## config.mk

```make
export PLATFORM = sky130hd
export DESIGN_NAME = content_range_header_parser_flat
export DESIGN_NICKNAME = d
export VERILOG_FILES = /design/src/sv/crh_pkg.sv /design/src/sv/crh_req_if.sv /design/src/sv/crh_rsp_if.sv /design/src/sv/content_range_header_parser.sv /design/src/flat_wrapper.sv
export SDC_FILE = /design/constraint.sdc
export NUM_CORES = 1
export LEC_CHECK = 0
export ABC_AREA = 1
export ABC_CLOCK_PERIOD_IN_PS = 26000
export BUFFER_PORTS_ARGS = -buffer_cell sky130_fd_sc_hd__buf_4
export CAP_MARGIN = 10
export CORE_MARGIN = 10
export CORE_UTILIZATION = 35
export CTS_BUF_LIST = sky130_fd_sc_hd__clkbuf_4
export DETAILED_ROUTE_END_ITERATION = 8
export SYNTH_ARGS = -nofsm -noshare
export SYNTH_HDL_FRONTEND = slang
export SYNTH_SLANG_ARGS = --single-unit
```

## constraint.sdc

```tcl
create_clock -name clock -period 26 [get_ports clock]
set_input_delay 7.8 -clock clock [delete_from_list [all_inputs] [get_ports clock]]
set_output_delay 7.8 -clock clock [all_outputs]
set_load 0.05 [all_outputs]
```

## src/sv/crh_pkg.sv

```systemverilog
// ----------------------------------------------------------------------------
// crh_pkg
// Shared types and constants of the range header parser: value width,
// parse phases, result status codes and the characters the parser looks for.
// ----------------------------------------------------------------------------
package crh_pkg;

   localparam int VALUE_BITS = 63;
   localparam int POS_W      = 63;
   localparam int PROD_W     = VALUE_BITS + 4;

   typedef enum logic [7:0] {
      PH_LEAD  = 8'b0000_0001,
      PH_UNIT  = 8'b0000_0010,
      PH_SEP   = 8'b0000_0100,
      PH_GAP   = 8'b0000_1000,
      PH_FIRST = 8'b0001_0000,
      PH_LAST  = 8'b0010_0000,
      PH_TOTAL = 8'b0100_0000,
      PH_TRAIL = 8'b1000_0000
   } phase_type;

   typedef enum logic [1:0] {
      STATUS_OK                = 2'd0,
      STATUS_MALFORMED         = 2'd1,
      STATUS_LAST_BEFORE_FIRST = 2'd2,
      STATUS_LAST_NOT_BELOW    = 2'd3
   } status_type;

   localparam logic [7:0] CH_TAB   = 8'h09;
   localparam logic [7:0] CH_LF    = 8'h0A;
   localparam logic [7:0] CH_CR    = 8'h0D;
   localparam logic [7:0] CH_SPACE = 8'h20;
   localparam logic [7:0] CH_STAR  = 8'h2A;
   localparam logic [7:0] CH_DASH  = 8'h2D;
   localparam logic [7:0] CH_SLASH = 8'h2F;
   localparam logic [7:0] CH_ZERO  = 8'h30;
   localparam logic [7:0] CH_NINE  = 8'h39;
   localparam logic [7:0] CH_UP_A  = 8'h41;
   localparam logic [7:0] CH_UP_Z  = 8'h5A;
   localparam logic [7:0] CASE_GAP = 8'h20;

   localparam logic [2:0] UNIT_LEN  = 3'd5;
   localparam logic [2:0] UNIT_LAST = 3'd4;

   // lower-case letters of the unit word "bytes"
   function automatic logic [7:0] unit_char(input logic [2:0] idx);
      logic [7:0] ch;
      case (idx)
         3'd0: ch = 8'h62;
         3'd1: ch = 8'h79;
         3'd2: ch = 8'h74;
         3'd3: ch = 8'h65;
         3'd4: ch = 8'h73;
         default: ch = 8'h00;
      endcase
      return ch;
   endfunction

endpackage

```

## src/sv/crh_req_if.sv

```systemverilog
// ----------------------------------------------------------------------------
// crh_req_if
// Request channel: one header character per transaction, last one marked.
// ----------------------------------------------------------------------------
interface crh_req_if;
   logic       valid;
   logic       ready;
   logic [7:0] data_byte;
   logic       final_byte;

   modport source (output valid, output data_byte, output final_byte, input ready);
   modport sink   (input valid, input data_byte, input final_byte, output ready);
endinterface

```

## src/sv/crh_rsp_if.sv

```systemverilog
// ----------------------------------------------------------------------------
// crh_rsp_if
// Response channel: parse status and the three positions of one header value.
// ----------------------------------------------------------------------------
interface crh_rsp_if;
   import crh_pkg::*;

   logic             valid;
   logic             ready;
   status_type       status;
   logic [POS_W-1:0] first_pos;
   logic [POS_W-1:0] last_pos;
   logic [POS_W-1:0] total_length;
   logic             total_known;

   modport source (output valid, output status, output first_pos, output last_pos,
                   output total_length, output total_known, input ready);
   modport sink   (input valid, input status, input first_pos, input last_pos,
                   input total_length, input total_known, output ready);
endinterface

```

## src/sv/content_range_header_parser.sv

```systemverilog
// ----------------------------------------------------------------------------
// content_range_header_parser
// Streaming parser for a "bytes first-last/total" range header value.
// ----------------------------------------------------------------------------
// Takes one character per clock cycle unless the last character of a value is
// held waiting for a free capture register. The response for a value passes
// from the input register through the parse stage and the compare stage to
// the response register on the response port. Every
// stage has its own valid bit and only the stage that holds a finished value
// waits for the response side, so characters of the next value keep flowing
// while a response is pending. The cycle time is set by the shared
// multiply-by-ten accumulate with its overflow test in the parse stage, and by
// the two position compares in the compare stage.
module content_range_header_parser (
   input  logic       clock,
   input  logic       reset,
   crh_req_if.sink    req_ch,
   crh_rsp_if.source  rsp_ch
);
   import crh_pkg::*;

   // input register
   logic        in_valid_ff;
   logic [7:0]  in_data_ff;
   logic        in_final_ff;

   // parse state
   phase_type             phase_ff, phase_in, phase_nx;
   logic [2:0]            unit_idx_ff, unit_idx_in, unit_idx_nx;
   logic [VALUE_BITS-1:0] first_acc_ff, first_acc_in, first_acc_nx;
   logic [VALUE_BITS-1:0] last_acc_ff, last_acc_in, last_acc_nx;
   logic [VALUE_BITS-1:0] total_acc_ff, total_acc_in, total_acc_nx;
   logic                  digits_ff, digits_in, digits_nx;
   logic                  star_ff, star_in, star_nx;
   logic                  error_ff, error_in, error_nx;

   // finished value awaiting compare
   logic                  cap_valid_ff;
   logic                  cap_ok_ff, cap_ok_in;
   logic [VALUE_BITS-1:0] cap_first_ff;
   logic [VALUE_BITS-1:0] cap_last_ff;
   logic [VALUE_BITS-1:0] cap_total_ff;
   logic                  cap_star_ff;

   // response register
   logic             rsp_valid_ff;
   status_type       rsp_status_ff, rsp_status_in;
   logic [POS_W-1:0] rsp_first_ff, rsp_first_in;
   logic [POS_W-1:0] rsp_last_ff, rsp_last_in;
   logic [POS_W-1:0] rsp_total_ff, rsp_total_in;
   logic             rsp_known_ff, rsp_known_in;

   logic out_ready, cap_ready, in_go, fin_go;

   logic                  is_dig, is_blank, is_trail, unit_hit, do_acc, acc_ovf;
   logic [3:0]            dig_val;
   logic [7:0]            lc;
   logic [VALUE_BITS-1:0] acc_sel, acc_new;
   logic [PROD_W-1:0]     acc_ext, prod;

   logic last_lt_first, last_ge_total;

   // ---------------------------------------------------------------- handshake
   assign out_ready    = !rsp_valid_ff || rsp_ch.ready;
   assign cap_ready    = !cap_valid_ff || out_ready;
   assign in_go        = in_valid_ff && (!in_final_ff || cap_ready);
   assign fin_go       = in_go && in_final_ff;
   assign req_ch.ready = !in_valid_ff || in_go;

   always_ff @(posedge clock) begin
      if (reset) begin
         in_valid_ff <= 1'b0;
      end else if (req_ch.ready) begin
         in_valid_ff <= req_ch.valid;
      end
      if (req_ch.ready && req_ch.valid) begin
         in_data_ff  <= req_ch.data_byte;
         in_final_ff <= req_ch.final_byte;
      end
   end

   // ---------------------------------------------------------------- parse
   always_comb begin
      is_dig   = (in_data_ff >= CH_ZERO) && (in_data_ff <= CH_NINE);
      dig_val  = is_dig ? in_data_ff[3:0] : 4'd0;
      is_blank = in_data_ff inside {CH_SPACE, CH_TAB};
      is_trail = in_data_ff inside {CH_SPACE, CH_TAB, CH_CR, CH_LF};
      lc       = (in_data_ff inside {[CH_UP_A:CH_UP_Z]}) ? in_data_ff + CASE_GAP
                                                         : in_data_ff;
      unit_hit = (unit_idx_ff < UNIT_LEN) && (lc == unit_char(unit_idx_ff));

      case (phase_ff)
         PH_LAST:  acc_sel = last_acc_ff;
         PH_TOTAL: acc_sel = total_acc_ff;
         default:  acc_sel = first_acc_ff;
      endcase
      acc_ext = PROD_W'(acc_sel);
      prod    = (acc_ext << 3) + (acc_ext << 1) + PROD_W'(dig_val);
      acc_ovf = |prod[PROD_W-1:VALUE_BITS];
      acc_new = prod[VALUE_BITS-1:0];
   end

   always_comb begin
      phase_nx     = phase_ff;
      unit_idx_nx  = unit_idx_ff;
      first_acc_nx = first_acc_ff;
      last_acc_nx  = last_acc_ff;
      total_acc_nx = total_acc_ff;
      digits_nx    = digits_ff;
      star_nx      = star_ff;
      error_nx     = error_ff;
      do_acc       = 1'b0;

      if (in_go && !error_ff) begin
         case (phase_ff)
            PH_LEAD, PH_UNIT: begin
               if (phase_ff == PH_LEAD && is_blank) begin
                  phase_nx = phase_ff;
               end else if (unit_hit) begin
                  unit_idx_nx = unit_idx_ff + 3'd1;
                  phase_nx    = (unit_idx_ff == UNIT_LAST) ? PH_SEP : PH_UNIT;
               end else begin
                  error_nx = 1'b1;
               end
            end
            PH_SEP: begin
               if (is_blank) phase_nx = PH_GAP;
               else          error_nx = 1'b1;
            end
            PH_GAP: begin
               if (is_dig) begin
                  phase_nx = PH_FIRST;
                  do_acc   = 1'b1;
               end else if (!is_blank) begin
                  error_nx = 1'b1;
               end
            end
            PH_FIRST: begin
               if (is_dig) begin
                  do_acc = 1'b1;
               end else if (in_data_ff == CH_DASH && digits_ff) begin
                  phase_nx  = PH_LAST;
                  digits_nx = 1'b0;
               end else begin
                  error_nx = 1'b1;
               end
            end
            PH_LAST: begin
               if (is_dig) begin
                  do_acc = 1'b1;
               end else if (in_data_ff == CH_SLASH && digits_ff) begin
                  phase_nx  = PH_TOTAL;
                  digits_nx = 1'b0;
               end else begin
                  error_nx = 1'b1;
               end
            end
            PH_TOTAL: begin
               if (is_dig && !star_ff) begin
                  do_acc = 1'b1;
               end else if (in_data_ff == CH_STAR && !digits_ff && !star_ff) begin
                  star_nx = 1'b1;
               end else if (is_trail && (digits_ff || star_ff)) begin
                  phase_nx = PH_TRAIL;
               end else begin
                  error_nx = 1'b1;
               end
            end
            PH_TRAIL: begin
               if (!is_trail) error_nx = 1'b1;
            end
            default: begin
               error_nx = 1'b1;
            end
         endcase

         if (do_acc) begin
            if (acc_ovf) begin
               error_nx = 1'b1;
            end else begin
               digits_nx = 1'b1;
               case (phase_ff)
                  PH_LAST:  last_acc_nx  = acc_new;
                  PH_TOTAL: total_acc_nx = acc_new;
                  default:  first_acc_nx = acc_new;
               endcase
            end
         end
      end
   end

   always_comb begin
      cap_ok_in = !error_nx && (phase_nx == PH_TOTAL || phase_nx == PH_TRAIL)
                  && (digits_nx || star_nx);
      if (fin_go) begin
         phase_in     = PH_LEAD;
         unit_idx_in  = '0;
         first_acc_in = '0;
         last_acc_in  = '0;
         total_acc_in = '0;
         digits_in    = 1'b0;
         star_in      = 1'b0;
         error_in     = 1'b0;
      end else begin
         phase_in     = phase_nx;
         unit_idx_in  = unit_idx_nx;
         first_acc_in = first_acc_nx;
         last_acc_in  = last_acc_nx;
         total_acc_in = total_acc_nx;
         digits_in    = digits_nx;
         star_in      = star_nx;
         error_in     = error_nx;
      end
   end

   always_ff @(posedge clock) begin
      if (reset) begin
         phase_ff     <= PH_LEAD;
         unit_idx_ff  <= '0;
         first_acc_ff <= '0;
         last_acc_ff  <= '0;
         total_acc_ff <= '0;
         digits_ff    <= 1'b0;
         star_ff      <= 1'b0;
         error_ff     <= 1'b0;
      end else begin
         phase_ff     <= phase_in;
         unit_idx_ff  <= unit_idx_in;
         first_acc_ff <= first_acc_in;
         last_acc_ff  <= last_acc_in;
         total_acc_ff <= total_acc_in;
         digits_ff    <= digits_in;
         star_ff      <= star_in;
         error_ff     <= error_in;
      end
   end

   // capture a finished value
   always_ff @(posedge clock) begin
      if (reset) begin
         cap_valid_ff <= 1'b0;
      end else if (cap_ready) begin
         cap_valid_ff <= fin_go;
      end
      if (fin_go) begin
         cap_ok_ff    <= cap_ok_in;
         cap_first_ff <= first_acc_nx;
         cap_last_ff  <= last_acc_nx;
         cap_total_ff <= total_acc_nx;
         cap_star_ff  <= star_nx;
      end
   end

   // ---------------------------------------------------------------- compare
   always_comb begin
      last_lt_first = cap_last_ff < cap_first_ff;
      last_ge_total = !cap_star_ff && (cap_last_ff >= cap_total_ff);
      if (!cap_ok_ff) begin
         rsp_status_in = STATUS_MALFORMED;
         rsp_first_in  = '0;
         rsp_last_in   = '0;
         rsp_total_in  = '0;
         rsp_known_in  = 1'b0;
      end else begin
         if (last_lt_first)      rsp_status_in = STATUS_LAST_BEFORE_FIRST;
         else if (last_ge_total) rsp_status_in = STATUS_LAST_NOT_BELOW;
         else                    rsp_status_in = STATUS_OK;
         rsp_first_in = POS_W'(cap_first_ff);
         rsp_last_in  = POS_W'(cap_last_ff);
         rsp_total_in = cap_star_ff ? '0 : POS_W'(cap_total_ff);
         rsp_known_in = !cap_star_ff;
      end
   end

   always_ff @(posedge clock) begin
      if (reset) begin
         rsp_valid_ff <= 1'b0;
      end else if (out_ready) begin
         rsp_valid_ff <= cap_valid_ff;
      end
      if (out_ready && cap_valid_ff) begin
         rsp_status_ff <= rsp_status_in;
         rsp_first_ff  <= rsp_first_in;
         rsp_last_ff   <= rsp_last_in;
         rsp_total_ff  <= rsp_total_in;
         rsp_known_ff  <= rsp_known_in;
      end
   end

   assign rsp_ch.valid        = rsp_valid_ff;
   assign rsp_ch.status       = rsp_status_ff;
   assign rsp_ch.first_pos    = rsp_first_ff;
   assign rsp_ch.last_pos     = rsp_last_ff;
   assign rsp_ch.total_length = rsp_total_ff;
   assign rsp_ch.total_known  = rsp_known_ff;

endmodule

```

## src/flat_wrapper.sv

```systemverilog
// flat-port wrapper written by rule: the top's interface ports become plain ports
module content_range_header_parser_flat import crh_pkg::*;
  (clock, reset, req_ch_valid, req_ch_data_byte, req_ch_final_byte, req_ch_ready, rsp_ch_valid, rsp_ch_status, rsp_ch_first_pos, rsp_ch_last_pos, rsp_ch_total_length, rsp_ch_total_known, rsp_ch_ready);
  crh_req_if req_ch_i ();
  crh_rsp_if rsp_ch_i ();
  input  logic clock;
  input  logic reset;
  input wire logic [$bits(req_ch_i.valid)-1:0] req_ch_valid;
  input wire logic [$bits(req_ch_i.data_byte)-1:0] req_ch_data_byte;
  input wire logic [$bits(req_ch_i.final_byte)-1:0] req_ch_final_byte;
  output wire logic [$bits(req_ch_i.ready)-1:0] req_ch_ready;
  output wire logic [$bits(rsp_ch_i.valid)-1:0] rsp_ch_valid;
  output wire logic [$bits(rsp_ch_i.status)-1:0] rsp_ch_status;
  output wire logic [$bits(rsp_ch_i.first_pos)-1:0] rsp_ch_first_pos;
  output wire logic [$bits(rsp_ch_i.last_pos)-1:0] rsp_ch_last_pos;
  output wire logic [$bits(rsp_ch_i.total_length)-1:0] rsp_ch_total_length;
  output wire logic [$bits(rsp_ch_i.total_known)-1:0] rsp_ch_total_known;
  input wire logic [$bits(rsp_ch_i.ready)-1:0] rsp_ch_ready;
  assign req_ch_i.valid = req_ch_valid;
  assign req_ch_i.data_byte = req_ch_data_byte;
  assign req_ch_i.final_byte = req_ch_final_byte;
  assign req_ch_ready = req_ch_i.ready;
  assign rsp_ch_valid = rsp_ch_i.valid;
  assign rsp_ch_status = rsp_ch_i.status;
  assign rsp_ch_first_pos = rsp_ch_i.first_pos;
  assign rsp_ch_last_pos = rsp_ch_i.last_pos;
  assign rsp_ch_total_length = rsp_ch_i.total_length;
  assign rsp_ch_total_known = rsp_ch_i.total_known;
  assign rsp_ch_i.ready = rsp_ch_ready;
  content_range_header_parser u_core (.clock(clock), .reset(reset), .req_ch(req_ch_i), .rsp_ch(rsp_ch_i));
endmodule
```

### Word level (Yosys, flattened, before mapping)

Index checks and enable logic that the tools add are counted.

| storage, ports and cells | value |
|---|---|
| output and inout bits | 194 |
| register bits after elaboration | 598 |

| operators by class | value |
|---|---|
| $add $sub $neg | 4 |
| multiplexer cells | 64 |
| $lt $le $gt $ge | 7 |
| equal/unequal tests | 22 |
| bitwise logic cells | 2 |
| reduce and logical (&&, ||, !) cells | 44 |

Operators by type and width:

| kind | count |
|---|---|
| $mux W63 | 12 |
| $pmux W63 S2 | 1 |
| $mux W8 | 13 |
| $add A66 B64 Y67 | 1 |
| $add A67 B4 Y67 | 1 |
| $ge A63 B63 Y1 | 1 |
| $lt A63 B63 Y1 | 1 |
| $pmux W8 S6 | 1 |
| $eq A8 B6 Y1 const B | 5 |
| $pmux W7 S5 | 1 |
| $eq A8 B4 Y1 const B | 4 |
| $mux W1 | 29 |
| $logic_and A1 B1 Y1 | 18 |
| $eq A8 B7 Y1 const B | 2 |
| $eq A8 B8 Y1 const B | 2 |
| $logic_not A1 Y1 | 9 |
| $add A8 B6 Y8 const B | 1 |
| $eq A8 B1 Y1 const B | 1 |
| $eq A8 B2 Y1 const B | 1 |
| $eq A8 B3 Y1 const B | 1 |
| $eq A8 B5 Y1 const B | 1 |
| $eq A8 B7 Y1 | 1 |
| $ge A8 B6 Y1 const B | 1 |
| $ge A8 B7 Y1 const B | 1 |
| other kinds (21) | 34 |

### Logic depth before layout (Yosys ltp)

| depth | value |
|---|---|
| depth in word-level cells | 14 |
| depth in mapped cells | 31 |
| depth with buffers taken out | 30 |

### Worst setup path after synthesis

OpenSTA, ideal clock, no wires.

| timing | value |
|---|---|
| kind | input-to-reg |
| start point | in rsp_ch_ready |
| end point | reg u_core.rsp_first_ff[0], in the netlist u_core.rsp_ch.first_pos[0] (enable) |
| setup time | 0.752 ns |
| data arrival time | 15.884 ns |
| stages on the path | 2 |
| slack | 9.364 ns |
| path through | nor2_1 > nor2_1 |

| between the ends | value |
|---|---|
| longest elaborated chain between the ends | 2 |

RTL lines:

| item | RTL line | text |
|---|---|---|
| from (decl) | flat_wrapper.sv:18 | `input wire logic [$bits(rsp_ch_i.ready)-1:0] rsp_ch_ready;` |
| $logic_or A1 B1 Y1 | content_range_header_parser.sv:64 | `assign out_ready = !rsp_valid_ff \|\| rsp_ch.ready;` |
| $logic_and A1 B1 Y1 | content_range_header_parser.sv:281 | `if (out_ready && cap_valid_ff) begin` |
| to (signal assigned) | content_range_header_parser.sv:283 | `rsp_first_ff <= rsp_first_in;` |
| to (decl) | content_range_header_parser.sv:48 | `logic [POS_W-1:0] rsp_first_ff, rsp_first_in;` |

Every way passes these cells.
A chain may end at the register's enable or synchronous reset.

### Worst setup path after layout

| timing | value |
|---|---|
| start point | in rsp_ch_ready |
| end point | out req_ch_ready |

| between the ends | value |
|---|---|
| longest elaborated chain between the ends | 5 |

RTL lines:

| item | RTL line | text |
|---|---|---|
| $logic_or A1 B1 Y1 | content_range_header_parser.sv:64 |  |
| $logic_or A1 B1 Y1 | content_range_header_parser.sv:65 | `assign cap_ready = !cap_valid_ff \|\| out_ready;` |
| $logic_or A1 B1 Y1 | content_range_header_parser.sv:66 | `assign in_go = in_valid_ff && (!in_final_ff \|\| cap_ready);` |
| $logic_and A1 B1 Y1 | content_range_header_parser.sv:66 |  |
| $logic_or A1 B1 Y1 | content_range_header_parser.sv:68 | `assign req_ch.ready = !in_valid_ff \|\| in_go;` |
| to (decl) | flat_wrapper.sv:11 | `output wire logic [$bits(req_ch_i.ready)-1:0] req_ch_ready;` |

Every way passes these cells.

==> flow_metrics.tcl <==
set metrics [dict create \
    synth_top_family_by_area "simple AND/OR/NAND/NOR gates" \
    use_met3 0.0399 \
    place_congestion 0.916 \
    ys_ff_latch 598 \
    dieArea_sq_um 104000 \
    yosys.area_share.adder 0.101 \
    cts-hold-fix-buffers 0 \
    fin_crit_sh 0.642 \
    critPathTopFamily "simple AND/OR/NAND/NOR gates" \
    fin_crit_ns 16.70 \
    drive_gt1_frac 0.133 \
    rsz0062_at_grt "false" \
    clock-sinks 598 \
    critPathKind "input pin to output pin" \
    hp-class "register to register" \
    clock_path_buffers 3 \
    layout_commonest_cell "inv_1" \
    start_util 0.354 \
    wl_per_cell_um 16.9 \
    postLayoutCellArea_sq_um 37000 \
    chipWidth_um 322 \
    portBuffers 206 \
    syn2layout_area_growth_pct 15.6 \
    drtPass1Iterations 6 \
    skew_ns 0.0911 \
    dp_hpwl_mm 68.0 \
    met2_usage 0.278 \
    die_y_um 322 \
    synthCells 3772 \
    synthFlopType "edfxtp_1" \
    synth-compound-area-share 0.101 \
    cts-buffers-inserted 162 \
    crit_required_ns 18.20 \
    synth_edf_count 392 \
    rows 110 \
    synth_fp_nets 4043 \
    grt_pass1_vias 24691 \
    synthSimpleGateAreaFrac 0.175 \
    critPathBufInv 3 \
    powerDensity_nw_per_um2 53.8 \
    setup_viol 0 \
    post_cts_resized 0 \
    drtAntennaViolNets 0 \
    via_per_inst 4.72 \
    slowest_stage "nor2_1" \
    tightest_slew_ns 1.00 \
    syn_area_per_cell_sq_um 8.48 \
    clk_latency_ns 1.08 \
    cts_tree "yes" \
    status "completed" \
    slew_violations 0 \
    num_vias 25431 \
    fin_tns_setup_ns 0 \
    global_route.usage.met1 0.221 \
    grt-ovfl-total 0 \
    synth_cell_types 49 \
    grt_max_degree 86 \
    max_freq_mhz 59.9 \
    ys_seq_area_frac 0.497 \
    synth_xor_xnor_area_share 0.0164 \
    final_cell_mix "791 x inv_1, 749 x nand2_1, 455 x nor2_1, 392 x edfxtp_1, 266 x clkbuf_4" \
    fill_cells 9218 \
    track_usage 0.173 \
    worstPathArrival_ns 8.90 \
    slowest_delay_ns 0.29 \
    grt_pass1_wl_mm 140 \
    wirelength_mm 91.2 \
    cts_setup_buffers 0 \
    first_iter_violations 1964 \
    crit_chain "buf_4 > nor2_1 > inv_1 > nor2_1 > nand3_1 > buf_4" \
    postSynth.asyncResetShare 0 \
    clk_pin_slew_ns 0.06 \
    slew_headroom 0.331 \
    grt.busiest_layer "met2" \
    hold_viol 0 \
    cts_htree_levels 4 \
    drv_cap 0 \
    total_leakage_power_nw 19.6 \
    cp_max_fo 4 \
    peakVddDrop_uv 37.0 \
    drc 0 \
    synth_area_sq_um 32000 \
    synthMuxAreaShare 0.000313 \
    pin_count 207 \
    critPathLaunchType "input pin" \
    nNetsFinal 4331 \
    worst_setup_path_end_kind "output pin" \
    yosysWarningCount 0 \
    grt_antenna_before_repair 4 \
    root_buffer "clkbuf_4" \
    place_area_sq_um 34700 \
    coreArea_sq_um 90300 \
]
## worst reg2reg max path: stages, from the launching register on
cell	delay, ns
dfxtp_1	0.35
inv_2	0.09
nand2_1	0.08
nor3_1	0.27
nand2_4	0.36
nand2_1	0.31
clkinv_2	0.45
buf_4	0.50
a21oi_1	0.44
fa_1	0.50
fa_1	0.51
o21ai_2	0.24
nand2_1	0.08
nand2_1	0.14
nand3_1	0.09
nand2_1	0.27
nand2_1	0.09
nand3_1	0.30
nand2_1	0.11
nand2_2	0.13
nor2_8	0.08
nand4_4	0.45
buf_4	0.78
nand2_1	0.25
o21ai_1	0.14
inv_1	0.11
## Yosys cell counts (15+ instances only)
| cell type | count | area [sq um] |
|---|---|---|
| inv_1 | 792 | 2970 |
| nand2_1 | 752 | 2820 |
| nor2_1 | 456 | 1710 |
| edfxtp_1 | 392 | 11800 |
| ha_1 | 256 | 3200 |
| dfxtp_1 | 206 | 4120 |
| a21oi_1 | 168 | 841 |
| o21ai_0 | 166 | 831 |
| o21ai_1 | 100 | 500 |
| nand3_1 | 80 | 400 |
| clkbuf_1 | 68 | 255 |
| o221ai_1 | 63 | 552 |
| xor2_1 | 45 | 394 |
| nand4_1 | 27 | 169 |
| inv_2 | 21 | 78.8 |
| nor3_1 | 21 | 105 |
| xnor2_1 | 15 | 131 |
## stage by stage
| stage | hold slack [ns] | util | instances | worst slack (ns) | total power [W] |
|---|---|---|---|---|---|
| floorplan | 0.450 | - | 3772 | 9.36 | 0.00110 |
| global placement | 0.474 | 0.384 | 5072 | 9.20 | 0.00112 |
| detailed placement | 0.482 | 0.384 | 5072 | 9.21 | 0.00112 |
| CTS | 0.492 | 0.409 | 5377 | 9.20 | 0.00202 |
| global route | 0.507 | 0.409 | 5383 | 9.12 | 0.00208 |
| finish | 0.493 | 0.409 | 5384 | 9.30 | 0.00199 |
## path summary, 6_finish.rpt
path                                from  slack, ns  depth (start not counted)                     end
hold reg to reg   u_core.first_acc_ff[0]       0.49                          2  u_core.first_acc_ff[0]
setup reg to reg      u_core.phase_ff[4]      18.62                         25  u_core.cap_last_ff[34]
hold / removal    u_core.first_acc_ff[0]       0.49                          2  u_core.first_acc_ff[0]
setup / recovery            rsp_ch_ready       9.30                          6            req_ch_ready
## layout make-up
type                       instances  area, sq um  area share
antenna                            7         17.5    0.000474
clock buffer                     266         2000      0.0540
clock inverter                    39          233     0.00630
inverter                         813         3060      0.0827
multi-input combinational       2262        12600       0.341
sequential                       598        15900       0.430
tap                             1176         1470      0.0398
timing repair buffer             223         1670      0.0453
## cell families (layout without fill, tap and decap cells)
kind of cell               count (synthesis)  after routing
AOI/OAI and AO/OA                        563            563
other                                      0              7
adders and majority gates                258            258
muxes                                      1              1
xor gates and xnor gates                  60             60
DFF                                      598            598
and+or+nand+nor                         1380           1380
buffers and inverters                    912           1341
## power by group
part           switching (W)  total (W)  internal [W]
registers         0.00000764    0.00103       0.00102
clock network       0.000403   0.000886      0.000483
logic              0.0000566  0.0000754     0.0000187
total               0.000467    0.00199       0.00152
## routing by layer
layer / up-vias / wire length [um] / part of all wire
li1: 12844 / - / -
met1: 11743 / 40600 / 0.45
met2: 682 / 41500 / 0.46
met3: 162 / 5830 / 0.064
met4: 0 / 3260 / 0.036
met5: - / 0 / 0
(Power assumes the default switching activity.)
